==> config.mk <==
export PLATFORM = sky130hd
export DESIGN_NAME = led_pattern_sequencer_pwm_dim_unit
export DESIGN_NICKNAME = d
export VERILOG_FILES = /design/src/design/lpsd_pkg.sv /design/src/design/lpsd_tick_logic.sv /design/src/design/led_pattern_sequencer_pwm_dim_unit.sv
export SDC_FILE = /design/constraint.sdc
export NUM_CORES = 1
export LEC_CHECK = 0
export ABC_AREA = 1
export ABC_CLOCK_PERIOD_IN_PS = 4400
export BUFFER_PORTS_ARGS = -buffer_cell sky130_fd_sc_hd__buf_4
export CELL_PAD_IN_SITES_DETAIL_PLACEMENT = 0
export CELL_PAD_IN_SITES_GLOBAL_PLACEMENT = 1
export CORE_MARGIN = 10
export CORE_UTILIZATION = 44
export DETAILED_ROUTE_END_ITERATION = 8
export GPL_TIMING_DRIVEN = 0
export PLACE_DENSITY_LB_ADDON = 0.3
export SLEW_MARGIN = 10
export SYNTH_ARGS = -nofsm -noshare
export SYNTH_HDL_FRONTEND = slang
export SYNTH_SLANG_ARGS = --single-unit
==> constraint.sdc <==
create_clock -name aclk -period 4.4 [get_ports aclk]
set_clock_uncertainty 0.1 [all_clocks]
set_input_delay 0.66 -clock aclk [delete_from_list [all_inputs] [get_ports aclk]]
set_output_delay 0.66 -clock aclk [all_outputs]
set_load 0.05 [all_outputs]
==> src/design/lpsd_pkg.sv <==
// ----------------------------------------------------------------------------
// lpsd_pkg: shared types, constants and functions
// Field widths, register indexes, duty thresholds and the LED pattern table
// of the LED pattern sequencer with PWM dimming.
// ----------------------------------------------------------------------------
`default_nettype none

package lpsd_pkg;

    localparam int PWM_PERIOD_DEF    = 100;
    localparam int PATTERN_STEPS_DEF = 8;

    localparam int SAMPLE_W  = 8;
    localparam int LED_W     = 8;
    localparam int STEP_W    = 3;
    localparam int PHASE_W   = 7;
    localparam int TIMER_W   = 16;
    localparam int MODE_W    = 3;
    localparam int CFG_W     = 16;
    localparam int CFG_IDX_W = 2;
    localparam int S_DATA_W  = 8;
    localparam int M_DATA_W  = 16;

    // Ambient thresholds (strictly above) and the duty they select.
    localparam logic [SAMPLE_W-1:0] LIGHT_TH_HI  = 8'd192;
    localparam logic [SAMPLE_W-1:0] LIGHT_TH_MID = 8'd128;
    localparam logic [SAMPLE_W-1:0] LIGHT_TH_LO  = 8'd64;
    localparam logic [PHASE_W-1:0]  DUTY_HI      = 7'd90;
    localparam logic [PHASE_W-1:0]  DUTY_MID     = 7'd60;
    localparam logic [PHASE_W-1:0]  DUTY_LO      = 7'd30;
    localparam logic [PHASE_W-1:0]  DUTY_MIN     = 7'd10;

    localparam logic [MODE_W-1:0]  MODE_RST   = 3'd1;
    localparam logic [TIMER_W-1:0] PERIOD_RST = 16'd4000;
    localparam logic               RUN_RST    = 1'b1;

    typedef enum logic [CFG_IDX_W-1:0] {
        REG_PATTERN_MODE = 2'd0,
        REG_STEP_PERIOD  = 2'd1,
        REG_RUN_ENABLE   = 2'd2
    } reg_index_t;

    typedef struct packed {
        logic [MODE_W-1:0]  mode;
        logic [TIMER_W-1:0] period;
        logic               run;
    } cfg_t;

    typedef struct packed {
        logic [TIMER_W-1:0] timer;
        logic [STEP_W-1:0]  index;
        logic [PHASE_W-1:0] phase;
        logic [LED_W-1:0]   hold;
    } seq_state_t;

    function automatic logic [PHASE_W-1:0] duty_of(input logic [SAMPLE_W-1:0] sample);
        logic [PHASE_W-1:0] d;
        if (sample > LIGHT_TH_HI) begin
            d = DUTY_HI;
        end else if (sample > LIGHT_TH_MID) begin
            d = DUTY_MID;
        end else if (sample > LIGHT_TH_LO) begin
            d = DUTY_LO;
        end else begin
            d = DUTY_MIN;
        end
        return d;
    endfunction

    // Mode 1 walks up, 2 walks down, 3 outside-in pairs, 4 inside-out pairs.
    // Out-of-range modes fold onto row (mode-1) mod 4.
    function automatic logic [LED_W-1:0] pattern_row(input logic [MODE_W-1:0] mode,
                                                     input logic [STEP_W-1:0] idx);
        logic [1:0]       row;
        logic [LED_W-1:0] pat;
        row = 2'(mode + 3'd3);
        case (row)
            2'd0: pat = 8'h01 << idx;
            2'd1: pat = 8'h80 >> idx;
            2'd2: begin
                case (idx[1:0])
                    2'd0:    pat = 8'h81;
                    2'd1:    pat = 8'h42;
                    2'd2:    pat = 8'h24;
                    default: pat = 8'h18;
                endcase
            end
            default: begin
                case (idx[1:0])
                    2'd0:    pat = 8'h18;
                    2'd1:    pat = 8'h24;
                    2'd2:    pat = 8'h42;
                    default: pat = 8'h81;
                endcase
            end
        endcase
        return pat;
    endfunction

endpackage

`default_nettype wire

==> src/design/lpsd_tick_logic.sv <==
// ----------------------------------------------------------------------------
// lpsd_tick_logic: next-state and LED logic for one tick
// Step timer, step index, PWM phase and LED gating, all in one short pass.
// ----------------------------------------------------------------------------
`default_nettype none

module lpsd_tick_logic
    import lpsd_pkg::*;
#(
    parameter int PWM_PERIOD    = PWM_PERIOD_DEF,
    parameter int PATTERN_STEPS = PATTERN_STEPS_DEF
) (
    input  cfg_t                cfg,
    input  seq_state_t          cur,
    input  logic [SAMPLE_W-1:0] sample,
    output seq_state_t          nxt,
    output logic [LED_W-1:0]    led_lit
);

    localparam logic [STEP_W:0]  STEPS_LIM = (STEP_W+1)'(PATTERN_STEPS);
    localparam logic [PHASE_W:0] PHASE_LIM = (PHASE_W+1)'(PWM_PERIOD);

    logic [TIMER_W-1:0] timer_inc;
    logic               step_hit;
    logic [STEP_W:0]    idx_inc;
    logic [STEP_W-1:0]  idx_new;
    logic [PHASE_W:0]   phase_inc;
    logic               phase_wrap;
    logic [PHASE_W-1:0] duty;

    always_comb begin
        // timer saturates so a frozen sequencer steps right after resuming
        timer_inc = (cur.timer != '1) ? cur.timer + 1'b1 : cur.timer;
        step_hit  = (timer_inc >= cfg.period) && cfg.run;
        idx_inc   = {1'b0, cur.index} + 1'b1;
        if (step_hit) begin
            idx_new = (idx_inc >= STEPS_LIM) ? '0 : idx_inc[STEP_W-1:0];
        end else begin
            idx_new = cur.index;
        end

        phase_inc  = {1'b0, cur.phase} + 1'b1;
        phase_wrap = (phase_inc >= PHASE_LIM);
        duty       = duty_of(sample);

        if (phase_wrap) begin
            led_lit = cur.hold;
        end else if (phase_inc >= {1'b0, duty}) begin
            led_lit = '0;
        end else begin
            led_lit = pattern_row(cfg.mode, idx_new);
        end

        nxt.timer = step_hit ? '0 : timer_inc;
        nxt.index = idx_new;
        nxt.phase = phase_wrap ? '0 : phase_inc[PHASE_W-1:0];
        nxt.hold  = led_lit;
    end

endmodule

`default_nettype wire

==> src/design/led_pattern_sequencer_pwm_dim_unit.sv <==
// ----------------------------------------------------------------------------
// led_pattern_sequencer_pwm_dim_unit: LED pattern sequencer with PWM dimming
// One input beat per tick carries an ambient light sample; one output beat
// per tick carries the eight LED states and the current pattern step.
// ----------------------------------------------------------------------------
// Each input beat is one tick. The block takes a beat every clock cycle while
// the output side is not stalled and returns exactly one result beat per
// input beat, held first in the input register, then in the result register.
// All counter updates for a tick (step timer, step index, PWM phase, held
// LED state) happen in the cycle the tick moves from the input register to
// the result register, so ticks can follow back to back.
// Back pressure on m_ stalls only the stages behind a full result register.
// Configuration writes (pattern_mode, step_period, run_enable at indexes
// 0, 1, 2) take effect at once and are meant to be issued while idle; a
// write to index 3 is ignored.
`default_nettype none

module led_pattern_sequencer_pwm_dim_unit
    import lpsd_pkg::*;
#(
    parameter int PWM_PERIOD    = PWM_PERIOD_DEF,
    parameter int PATTERN_STEPS = PATTERN_STEPS_DEF
) (
    input  wire logic                 aclk,
    input  wire logic                 aresetn,

    // config write port
    input  wire logic                 cfg_wen,
    input  wire logic [CFG_IDX_W-1:0] cfg_index,
    input  wire logic [CFG_W-1:0]     cfg_wdata,

    // input stream
    input  wire logic                 s_tvalid,
    output logic                      s_tready,
    input  wire logic [S_DATA_W-1:0]  s_tdata,   // [7:0] light_sample

    // result stream
    output logic                      m_tvalid,
    input  wire logic                 m_tready,
    output logic [M_DATA_W-1:0]       m_tdata    // [7:0] led_lit, [10:8] step_now, rest 0
);

    cfg_t                cfg_reg;
    seq_state_t          state_reg;
    seq_state_t          state_next;
    logic [LED_W-1:0]    lit_next;

    logic                in_valid_reg;
    logic [SAMPLE_W-1:0] in_sample_reg;
    logic                out_valid_reg;
    logic [M_DATA_W-1:0] out_data_reg;

    logic                advance;   // input register beat moves to result register
    logic                out_free;

    assign out_free = !out_valid_reg || m_tready;
    assign advance  = in_valid_reg && out_free;
    assign s_tready = !in_valid_reg || out_free;
    assign m_tvalid = out_valid_reg;
    assign m_tdata  = out_data_reg;

    // config registers
    always_ff @(posedge aclk) begin
        if (!aresetn) begin
            cfg_reg.mode   <= MODE_RST;
            cfg_reg.period <= PERIOD_RST;
            cfg_reg.run    <= RUN_RST;
        end else if (cfg_wen) begin
            case (cfg_index)
                REG_PATTERN_MODE: cfg_reg.mode   <= cfg_wdata[MODE_W-1:0];
                REG_STEP_PERIOD:  cfg_reg.period <= cfg_wdata[TIMER_W-1:0];
                REG_RUN_ENABLE:   cfg_reg.run    <= cfg_wdata[0];
                default: ;
            endcase
        end
    end

    lpsd_tick_logic #(
        .PWM_PERIOD    (PWM_PERIOD),
        .PATTERN_STEPS (PATTERN_STEPS)
    ) u_tick (
        .cfg     (cfg_reg),
        .cur     (state_reg),
        .sample  (in_sample_reg),
        .nxt     (state_next),
        .led_lit (lit_next)
    );

    // sequencer state, all cleared by reset (LEDs dark)
    always_ff @(posedge aclk) begin
        if (!aresetn) begin
            state_reg <= '0;
        end else if (advance) begin
            state_reg <= state_next;
        end
    end

    // input register
    always_ff @(posedge aclk) begin
        if (!aresetn) begin
            in_valid_reg <= 1'b0;
        end else if (s_tready) begin
            in_valid_reg <= s_tvalid;
        end
    end

    always_ff @(posedge aclk) begin
        if (s_tvalid && s_tready) begin
            in_sample_reg <= s_tdata[SAMPLE_W-1:0];
        end
    end

    // result register
    always_ff @(posedge aclk) begin
        if (!aresetn) begin
            out_valid_reg <= 1'b0;
        end else if (out_free) begin
            out_valid_reg <= in_valid_reg;
        end
    end

    always_ff @(posedge aclk) begin
        if (advance) begin
            out_data_reg <= {(M_DATA_W-STEP_W-LED_W)'(0), state_next.index, lit_next};
        end
    end

endmodule

`default_nettype wire

==> summary.txt, run 1 <==
Power and ir drop
  • Clk pwr share: 33.0%
  • Overall Power: 1.42 mW
  • Cell Pwr Density: 288 mW/mm^2
  • Switching power: 0.415 mW
  • Maximum vdd drop: 0.145 mV
  • Pleak: 2.15 nW
  • Sw frac: 29.3%
  • Sequential power share: 52.2%
  • Combinational Power Share: 14.8%
  • Internal power: 1.00 mW

Detailed routing
  • First-pass detailed-route iteration total: 4
  • Via/cell ratio: 4.94
  • Residual DRC: 0
  • Average wire per standard cell: 13.2 um
  • Antenna Nets Post-Route: 0
  • Iteration-0 DRC Markers: 166
  • Vias post-DR: 3598
  • Final wirelength: 9570 um

Worst hold path
  • Hold endpoint: cfg_reg[13]$_SDFFE_PN0P_
  • Min-delay src: cfg_reg[13]$_SDFFE_PN0P_
  • Worst min path class: flip-flop to flip-flop
  • WHS Path Cells: 2

Timing
  • Tcrit/Tclk final: 86.1%
  • Final min period: 3.79 ns
  • Total negative setup slack: 0 ns
  • # setup viols final: 0
  • Max-slew headroom: 50.1%
  • Worst slew pin tran: 0.742 ns
  • Pins over their slew limit: 0
  • Setup repair after global routing missed its margin: no
  • FMAX: 264 MHz
  • Final Hold Fails: 0

Synthesis
  • Most frequent cell after synthesis: nand2_1
  • Largest family of logic cells by synthesized area: simple AND/OR/NAND/NOR gates
  • Syn avg cell area: 7.95 um^2
  • Synth top area share: 25.8%
  • Synth area leaders: dfxtp_1 26%, edfxtp_1 13%, nand2_1 10%
  • Seq cells post-synth: 74
  • Xor/xnor share of the synthesized area: 3.26%
  • Mux cell area share after synthesis: 0%
  • Synth top cells by count: 116 x nand2_1, 60 x inv_1, 55 x dfxtp_1
  • Post-Synthesis Cells: 536
  • Sequential area share after synthesis: 39.2%
  • Yosys cell types: 45
  • Synth Area in Compound Gates: 14.2%
  • Simple logic cell fraction of the synthesized area: 27.7%
  • Async set-or-reset flop fraction in the synthesized netlist: 0%
  • Synth area leader: dfxtp_1
  • Synth Flop Type: dfxtp_1
  • Adder-cell share of the synthesized area: 7.34%
  • Post-synth EDFFs: 19
  • Ys Warns: 0
  • Cell area after synthesis: 0.00426 mm^2

Placed design
  • IO Port Bufs: 43
  • Gpl congestion: 0.826
  • Dpl cells: 712
  • DPL Wire Length: 7440 um

Clock network
  • CTS Hold Bufs: 0
  • Clk_lat worst skew: 0.35 ns
  • CTS buffer count: 9
  • H-tree levels: 3
  • CTS root buffer: clkbuf_8
  • Clock Pin Slew Worst Setup and Hold Paths: 0.09 ns
  • Setup bufs post-CTS: 0
  • Deepest clock path buffer count: 2
  • Post_cts resized: 0
  • Total clock sinks: 74
  • TritonCTS clock tree: yes

Critical path
  • Crit. End Element: flip-flop
  • Max FO, Critical Path: 6
  • CP Cell Sequence: ha_1, nand4_1, nor3_4, nand4_2, nor2_4, inv_2, nand2_1, xnor2_1, ha_1, a21oi_1, o21ai_0, a21oi_2, nand2_4, nand2_4, nand2_1, nand2_2, nor2_4, nor2_1, nor2_4, a22o_1
  • Worst r2r dst: m_tdata[0]$_DFFE_PP_
  • Startpoint types: flip-flop
  • Critical path required time: 4.41 ns
  • Crit Path Category: flip-flop to flip-flop
  • Critical Path Max Stage Delay: 0.41 ns
  • Worst Path Buf+Inv: 1
  • WP data arrival: 3.80 ns
  • Most common cell type on the critical path: nor2_4
  • Critical path's slowest cell: dfxtp_1
  • Reg2Reg Setup Slack: 0.61 ns
  • Worst path top cell family by delay: simple AND/OR/NAND/NOR gates
  • R2R Path Start: state_reg[18]$_SDFFE_PN0P_
  • Cell depth of the worst flop-to-flop path: 20
  • Critical Path Start: state_reg[18]$_SDFFE_PN0P_

Flow run
  • Max cap viols: 0

Die
  • Die area: 0.0140 mm^2
  • # rows: 35
  • Initial Util: 45.7%
  • Die Ht: 118 um
  • Ports: 49
  • Die width: 118 um
  • Core area: 0.00933 mm^2

Finish
  • Layout cells sized above 1: 19.7%
  • Ant diodes: 0
  • Fin cells: 728
  • Area growth syn-to-layout: 15.6%
  • Fill count: 900
  • Final Util: 52.8%
  • Max reg flops: 34
  • Final nets: 650

GRT
  • Overflow after GRT: 0
  • Antenna violations before repair: 0
  • First-pass GRT wire length: 16100 um
  • Number of global-route vias before repair: 3434
  • Total GRT Usage: 13.6%
  • Largest net degree at the start of global routing: 20

Status
  • Status: complete, no violations
==> layout by cell type (no fill, tap or decap), types with 2 or more instances in the layout <==
cell        instances
nand2_1           116
inv_1              60
dfxtp_1            55
a21oi_1            50
nand3_1            48
buf_4              48
ha_1               25
nor2_1             21
edfxtp_1           19
o21ai_0            18
xor2_1             10
a21oi_2            10
nor2_4              9
clkbuf_1            9
clkbuf_8            9
a22o_1              8
o211ai_1            8
inv_2               7
nand2_4             7
nand2_2             7
nand4_1             6
nor3_1              6
conb_1              5
xnor2_1             4
clkinv_2            4
nand3b_1            3
nor3_2              2
nor2_2              2
clkinv_1            2
clkinvlp_4          2
==> power groups by stage <==
stage | logic [mW] | registers, mW | clock network, mW
finish | 0.210 | 0.740 | 0.468
global route | 0.236 | 0.743 | 0.513
CTS | 0.212 | 0.740 | 0.484
detailed placement | 0.211 | 0.756 | 0
global placement | 0.207 | 0.755 | 0
floorplan | 0.126 | 0.776 | 0
==> worst max-delay path by stage <==
stage	endpoint	cells after the start
6_report	m_tdata[0]$_DFFE_PP_	20
5_1_grt	m_tdata[0]$_DFFE_PP_	20
4_1_cts	m_tdata[0]$_DFFE_PP_	20
3_5_place_dp	m_tdata[0]$_DFFE_PP_	20
3_3_place_gp	m_tdata[5]$_DFFE_PP_	20
2_1_floorplan	m_tdata[0]$_DFFE_PP_	20
==> worst register-to-register path, delay by kind of cell, from the launching register on <==
family | cells | cell delay, ns
xor+xnor | 1 | 0.16
compound gates | 4 | 0.65
simple gates | 12 | 1.61
fa+ha+maj | 2 | 0.53
buf+inv | 1 | 0.10
flops | 1 | 0.41
==> per-layer routing <==
metal	global-route usage [%]	vias to the layer above	wire length [um]
met5	0	-	0
met4	7.02	0	248
met3	2.52	20	283
met2	23.1	45	4720
met1	16.0	1635	4320
li1	-	1898	-
==> final cells by class <==
cell class | instances | area [um^2] | area share (%)
multi-input cells | 380 | 2250 | 45.7
flip-flops and latches | 74 | 1670 | 33.9
repair buffers | 43 | 323 | 6.55
inverters | 69 | 259 | 5.26
well taps | 129 | 161 | 3.27
clock buffers | 9 | 124 | 2.51
plain buffers | 17 | 91.3 | 1.85
clock inverters | 7 | 43.8 | 0.889
==> logic make-up (layout without fill, tap and decap cells) <==
group,count (synthesis),in the layout
xor gates and xnor gates,15,15
AOI/OAI and AO/OA,100,100
buffers and inverters,86,145
other,1,5
DFF,74,74
adders and majority gates,25,25
and+or+nand+nor,235,235
==> per-stage QoR <==
| step | setup WS [ns] | cell area, um^2 | hold WS, ns |
|---|---|---|---|
| after floorplan | 1.13 | 4280 | 0.335 |
| after global routing | 0.299 | 4930 | 0.362 |
| final | 0.612 | 4930 | 0.367 |
| after detailed placement | 0.619 | 4760 | 0.361 |
| after global placement | 0.681 | 4760 | 0.355 |
| after CTS | 0.603 | 4930 | 0.361 |
(Power assumes the default switching activity.)
==> run 2: changes to the inputs <==
- REMOVE_ABC_BUFFERS: default -> 1
==> run 2 against run 1 <==
  * Critical path type unchanged
  * Final area shrank 1.5%
  * Total power increased by 2.1%
  * Non-clock buffer count is 17 lower
  * Sequential share of layout area increased by 0.52 points
  * Combinational power decreased by 4%
  * Critical endpoint is now m_tdata[7]$_DFFE_PP_
  * Die area unchanged
  * Worst hold slack got worse by 0.0037 ns
==> summary.txt, run 2 (synthesized netlist as in run 1, its figures left out) <==
Status
  • Status: complete, no violations

Clock network
  • Post_cts resized: 0
  • CTS Hold Bufs: 0
  • CTS root buffer: clkbuf_8
  • CTS buffer count: 9
  • Deepest clock path buffer count: 2
  • H-tree levels: 3
  • Clock Pin Slew Worst Setup and Hold Paths: 0.08 ns
  • Clk_lat worst skew: 0.34 ns
  • Setup bufs post-CTS: 0
  • TritonCTS clock tree: yes
  • Total clock sinks: 74

Placed design
  • IO Port Bufs: 43
  • DPL Wire Length: 6720 um
  • Gpl congestion: 0.778
  • Pre-CTS setup slack: 0.427 ns
  • Dpl cells: 695
  • Placed cell areas: 0.00467 mm^2

Critical path
  • WP data arrival: 3.99 ns
  • Critical Path Start: state_reg[18]$_SDFFE_PN0P_
  • Critical path required time: 4.39 ns
  • R2R Path Start: state_reg[18]$_SDFFE_PN0P_
  • Crit. End Element: flip-flop
  • Crit Path Category: flip-flop to flip-flop
  • Reg2Reg Setup Slack: 0.40 ns
  • Max FO, Critical Path: 11
  • Startpoint types: flip-flop

Timing
  • Setup repair after global routing missed its margin: no
  • Total negative setup slack: 0 ns
  • Worst slew pin tran: 1.22 ns
  • Pins over their slew limit: 0
  • FMAX: 250 MHz
  • Final Hold Fails: 0
  • Tcrit/Tclk final: 90.9%
  • Final min period: 4.00 ns
  • Final worst setup slack: 0.400 ns
  • # setup viols final: 0
  • Max-slew headroom: 18.2%

Detailed routing
  • Average wire per standard cell: 12.8 um
  • Residual DRC: 0
  • First-pass detailed-route iteration total: 4
  • Antenna Nets Post-Route: 0
  • Vias post-DR: 3562
  • Via/cell ratio: 5.01
  • Final wirelength: 9080 um
  • Iteration-0 DRC Markers: 146

Power and ir drop
  • Overall Power: 1.45 mW
  • Pleak: 2.11 nW
  • Maximum vdd drop: 0.237 mV
  • Cell Pwr Density: 298 mW/mm^2

Die
  • Die area: 0.0140 mm^2
  • Die Ht: 118 um
  • # rows: 35
  • Initial Util: 45.7%
  • Ports: 49
  • Core area: 0.00933 mm^2
  • Die width: 118 um

Flow run
  • Max cap viols: 0

Finish
  • Layout cells sized above 1: 18.7%
  • Fin cells: 711
  • Commonest non-fill, non-tap cell in the layout: nand2_1
  • Max reg flops: 34
  • Final Cell Area: 0.00485 mm^2
  • Ant diodes: 0
  • Commonest non-fill, non-tap cells in the layout: 116 x nand2_1, 60 x inv_1, 55 x dfxtp_1, 50 x a21oi_1, 48 x nand3_1
  • Area growth syn-to-layout: 13.9%
  • Final nets: 633

Worst hold path
  • Min-delay src: cfg_reg[2]$_SDFFE_PN0P_
  • Worst min path class: flip-flop to flip-flop

GRT
  • Antenna violations before repair: 0
  • Total GRT Usage: 12.6%
  • Overflow after GRT: 0
  • First-pass GRT wire length: 15200 um
  • Number of global-route vias before repair: 3390
  • Largest net degree at the start of global routing: 37
## run 2: layer usage
metal / GRT usage, % / wire, um / up-vias / part of all wire (%)
met5: 0 / 0 / - / 0
met4: 4.12 / 114 / 0 / 1.3
met3: 3.43 / 408 / 11 / 4.5
met2: 21.1 / 4310 / 63 / 47
met1: 15.4 / 4250 / 1625 / 47
li1: - / - / 1863 / -
## run 2: critical path, stage by stage (launching register included)
cell     delay [ns]
dfxtp_1        0.40
ha_1           0.21
nand4_1        0.15
nor3_4         0.21
nand4_2        0.19
nor2_4         0.23
nor4_2         0.08
nand2_1        0.07
xnor2_1        0.09
ha_1           0.31
nand2_1        0.05
inv_1          0.06
nand2_2        0.05
nor2_1         0.09
nor2_1         0.04
nand2_1        0.09
nand2_2        0.07
nand2_4        0.12
nand2_4        0.10
o21ai_2        0.42
inv_2          0.16
nand3_1        0.12
nand3_1        0.11
a22o_1         0.21
## run 2: path summary, 6_finish.rpt
kind	end	cells after the start
min reg2reg	cfg_reg[2]$_SDFFE_PN0P_	2
min	cfg_reg[2]$_SDFFE_PN0P_	2
max	m_tdata[7]$_DFFE_PP_	23
max reg2reg	m_tdata[7]$_DFFE_PP_	23
## run 2: power breakdown
part | internal [mW] | switching [mW]
clock | 0.260 | 0.246
sequential | 0.727 | 0.0131
combinational | 0.0679 | 0.134
## run 2: final cells by class
class | count | area (um^2)
Sequential cell | 74 | 1670
Timing Repair Buffer | 43 | 323
Clock buffer | 12 | 135
Clock inverter | 4 | 45.0
Tap cell | 129 | 161
Multi-Input combinational cell | 380 | 2260
Fill cell | 912 | 4470
Inverter | 69 | 259
## run 2: through the flow
step                hold WS (ns)  utilization (%)
global placement           0.349             50.1
detailed placement         0.356             50.1
global route               0.364             52.0
CTS                        0.364             52.0
finish                     0.363             52.0
floorplan                  0.335                -
==> run 3: changes to the inputs <==
- ABC_AREA: 1 -> default
- CAP_MARGIN: default -> 30
- SKIP_LAST_GASP: default -> 1
==> run 3 against run 2 <==
  * Sequential cell count is the same
  * Worst setup slack lost 0.18 ns
  * Critical path depth shrank 7
  * Total power shrank 3.3%
  * Sequential share of layout area shrank 0.34 points
  * Die area shrank 1.8%
  * Clock power shrank 1%
  * Routed wire length shrank 1.8%
  * Synthesized cell count shrank 11%
  * Via count shrank 6.1%
  * Largest power group unchanged
==> summary.txt, run 3 <==
Power and ir drop
  • Combinational Power Share: 11.9%
  • Clk pwr share: 35.8%
  • Pleak: 1.91 nW
  • Overall Power: 1.40 mW
  • Switching power: 0.401 mW
  • Sw frac: 28.6%
  • Internal power: 1.00 mW
  • Maximum vdd drop: 0.139 mV
  • Sequential power share: 52.4%
  • Cell Pwr Density: 285 mW/mm^2

Synthesis
  • Post-synth EDFFs: 19
  • Synth area leader: dfxtp_1
  • Sequential area share after synthesis: 40.1%
  • Synth top area share: 26.4%
  • Synth Flop Type: dfxtp_1
  • Yosys cell types: 55
  • Syn avg cell area: 8.72 um^2
  • Post-Synthesis Cells: 478
  • Most frequent cell after synthesis: nand2_1
  • Ys Warns: 0
  • Cell area after synthesis: 0.00417 mm^2
  • Synth top cells by count: 77 x nand2_1, 55 x dfxtp_1, 30 x nor2_1
  • Seq cells post-synth: 74
  • Synth area leaders: dfxtp_1 26%, edfxtp_1 14%, ha_1 7.5%
  • Async set-or-reset flop fraction in the synthesized netlist: 0%

Finish
  • Final nets: 569
  • Layout cells sized above 1: 18.9%
  • Commonest non-fill, non-tap cells in the layout: 77 x nand2_1, 53 x dfxtp_1, 50 x buf_4
  • Fin cells: 647
  • Commonest non-fill, non-tap cell in the layout: nand2_1
  • Max reg flops: 34
  • Ant diodes: 0
  • Area growth syn-to-layout: 17.8%

Placed design
  • IO Port Bufs: 43
  • DPL Wire Length: 6470 um
  • Gpl congestion: 0.858
  • Dpl cells: 626

Detailed routing
  • Vias post-DR: 3344
  • Via/cell ratio: 5.17
  • First-pass detailed-route iteration total: 4
  • Iteration-0 DRC Markers: 141
  • Final wirelength: 8920 um
  • Antenna Nets Post-Route: 0
  • Residual DRC: 0
  • Average wire per standard cell: 13.8 um

GRT
  • First-pass GRT wire length: 15300 um
  • Total GRT Usage: 12.9%
  • Number of global-route vias before repair: 3270
  • Largest net degree at the start of global routing: 55
  • Overflow after GRT: 0
  • Antenna violations before repair: 0

Critical path
  • R2R Path Start: state_reg[22]$_SDFFE_PN0P_
  • Critical Path Max Stage Delay: 0.42 ns
  • Cell depth of the worst flop-to-flop path: 16
  • Startpoint types: flip-flop
  • WP data arrival: 4.19 ns
  • Critical path's slowest cell: dfxtp_1
  • Crit Path Category: flip-flop to flip-flop
  • Worst r2r dst: m_tdata[6]$_DFFE_PP_
  • Reg2Reg Setup Slack: 0.22 ns
  • Crit. End Element: flip-flop
  • Max FO, Critical Path: 7
  • CP Cell Sequence: and4_1, and4_1, nand4_1, or2_4, a31oi_2, ha_1, nand4_1, nor3_1, nor4_2, buf_4, a311oi_1, o22ai_2, buf_4, nor2_2, o32ai_1, a22o_1
  • Critical path required time: 4.41 ns

Timing
  • FMAX: 239 MHz
  • Final hold slack: 0.368 ns
  • Max-slew headroom: 51.3%
  • Tcrit/Tclk final: 94.9%
  • Total negative setup slack: 0 ns
  • Pins over their slew limit: 0
  • # setup viols final: 0
  • Final min period: 4.18 ns
  • Worst slew pin tran: 0.730 ns
  • Final Hold Fails: 0

Status
  • Status: complete, no violations

Worst hold path
  • WHS Path Cells: 2
  • Worst min path class: flip-flop to flip-flop
  • Min-delay src: cfg_reg[14]$_SDFFE_PN0P_
  • Hold endpoint: cfg_reg[14]$_SDFFE_PN0P_

Flow run
  • Max cap viols: 0

Clock network
  • H-tree levels: 3
  • CTS Hold Bufs: 0
  • Clk_lat worst skew: 0.35 ns
  • Deepest clock path buffer count: 2
  • Clock Pin Slew Worst Setup and Hold Paths: 0.09 ns
  • CTS root buffer: clkbuf_8
  • Total clock sinks: 74
  • TritonCTS clock tree: yes
  • CTS buffer count: 9

Die
  • Die Ht: 117 um
  • Die area: 0.0138 mm^2
  • Die width: 117 um
  • Core area: 0.00924 mm^2
  • # rows: 35
  • Ports: 49
  • Initial Util: 45.1%
## run 3: what timing repair did
item                                    CTS  global route
setup buffers                             4             1
gates cloned                              0             0
endpoints found under the setup margin   28            19
pin swaps                                 3             2
gates resized for setup                   6            23
## run 3: kinds of logic (layout without fill, tap and decap cells)
family | count (synthesis) | in the layout | share of synthesized area [%]
simple gates | 191 | 191 | 22.5
compound gates | 112 | 112 | 19.3
flops | 74 | 74 | 40.1
buf+inv | 56 | 92 | 6.30
fa+ha+maj | 25 | 25 | 7.50
xor+xnor | 15 | 15 | 3.15
mux | 4 | 4 | 1.05
other cells | 1 | 5 | 0.0899
## run 3: area by class of cell
type / instances / area [um^2]
inverter: 25 / 93.8
fill: 873 / 4330
multi-input combinational: 352 / 2390
tap: 129 / 161
clock inverter: 7 / 60.1
timing repair buffer: 51 / 403
sequential: 74 / 1670
clock buffer: 9 / 124
## run 3: per-layer routing
metal  vias up  track usage (%)  wire length [um]
met5         -                0                 0
li1       1766                -                 -
met4         0             4.54               122
met3        10             3.21               320
met2        47             22.3              4560
met1      1521             14.9              3910
## run 3: worst max-delay path: cells and delay by family, from the launching register on
kind	cells	cell delay [ns]
fa+ha+maj	1	0.17
buf+inv	2	0.33
simple gates	8	1.90
flops	1	0.42
compound gates	5	1.04
## run 3: worst max path at each step
stage	from	to	slack (ns)	cells past startpoint
after floorplan	state_reg[20]$_SDFFE_PN0P_	m_tdata[3]$_DFFE_PP_	0.54	13
after global placement	state_reg[20]$_SDFFE_PN0P_	m_tdata[4]$_DFFE_PP_	-0.46	13
after detailed placement	state_reg[20]$_SDFFE_PN0P_	m_tdata[7]$_DFFE_PP_	-0.27	15
after CTS	state_reg[20]$_SDFFE_PN0P_	m_tdata[1]$_DFFE_PP_	0.008	14
after global routing	state_reg[22]$_SDFFE_PN0P_	m_tdata[6]$_DFFE_PP_	-0.03	15
final	state_reg[22]$_SDFFE_PN0P_	m_tdata[6]$_DFFE_PP_	0.22	16
## run 3: power by group through the flow
| stage | Sequential, mW | Combinational (mW) | Clock (mW) |
|---|---|---|---|
| after floorplan | 0.766 | 0.0815 | 0 |
| after global placement | 0.748 | 0.153 | 0 |
| after global routing | 0.737 | 0.185 | 0.544 |
| after detailed placement | 0.749 | 0.160 | 0 |
| final | 0.733 | 0.166 | 0.501 |
| after CTS | 0.733 | 0.161 | 0.512 |
## run 3: metrics by stage
| step | worst slack, ns | utilization (%) | cell area, um^2 |
|---|---|---|---|
| 4_1_cts | 0.00792 | 51.9 | 4790 |
| 5_1_grt | -0.0302 | 53.1 | 4910 |
| 6_report | 0.223 | 53.1 | 4910 |
| 3_3_place_gp | -0.457 | 48.7 | 4500 |
| 3_5_place_dp | -0.267 | 49.2 | 4540 |
| 2_1_floorplan | 0.543 | - | 4020 |
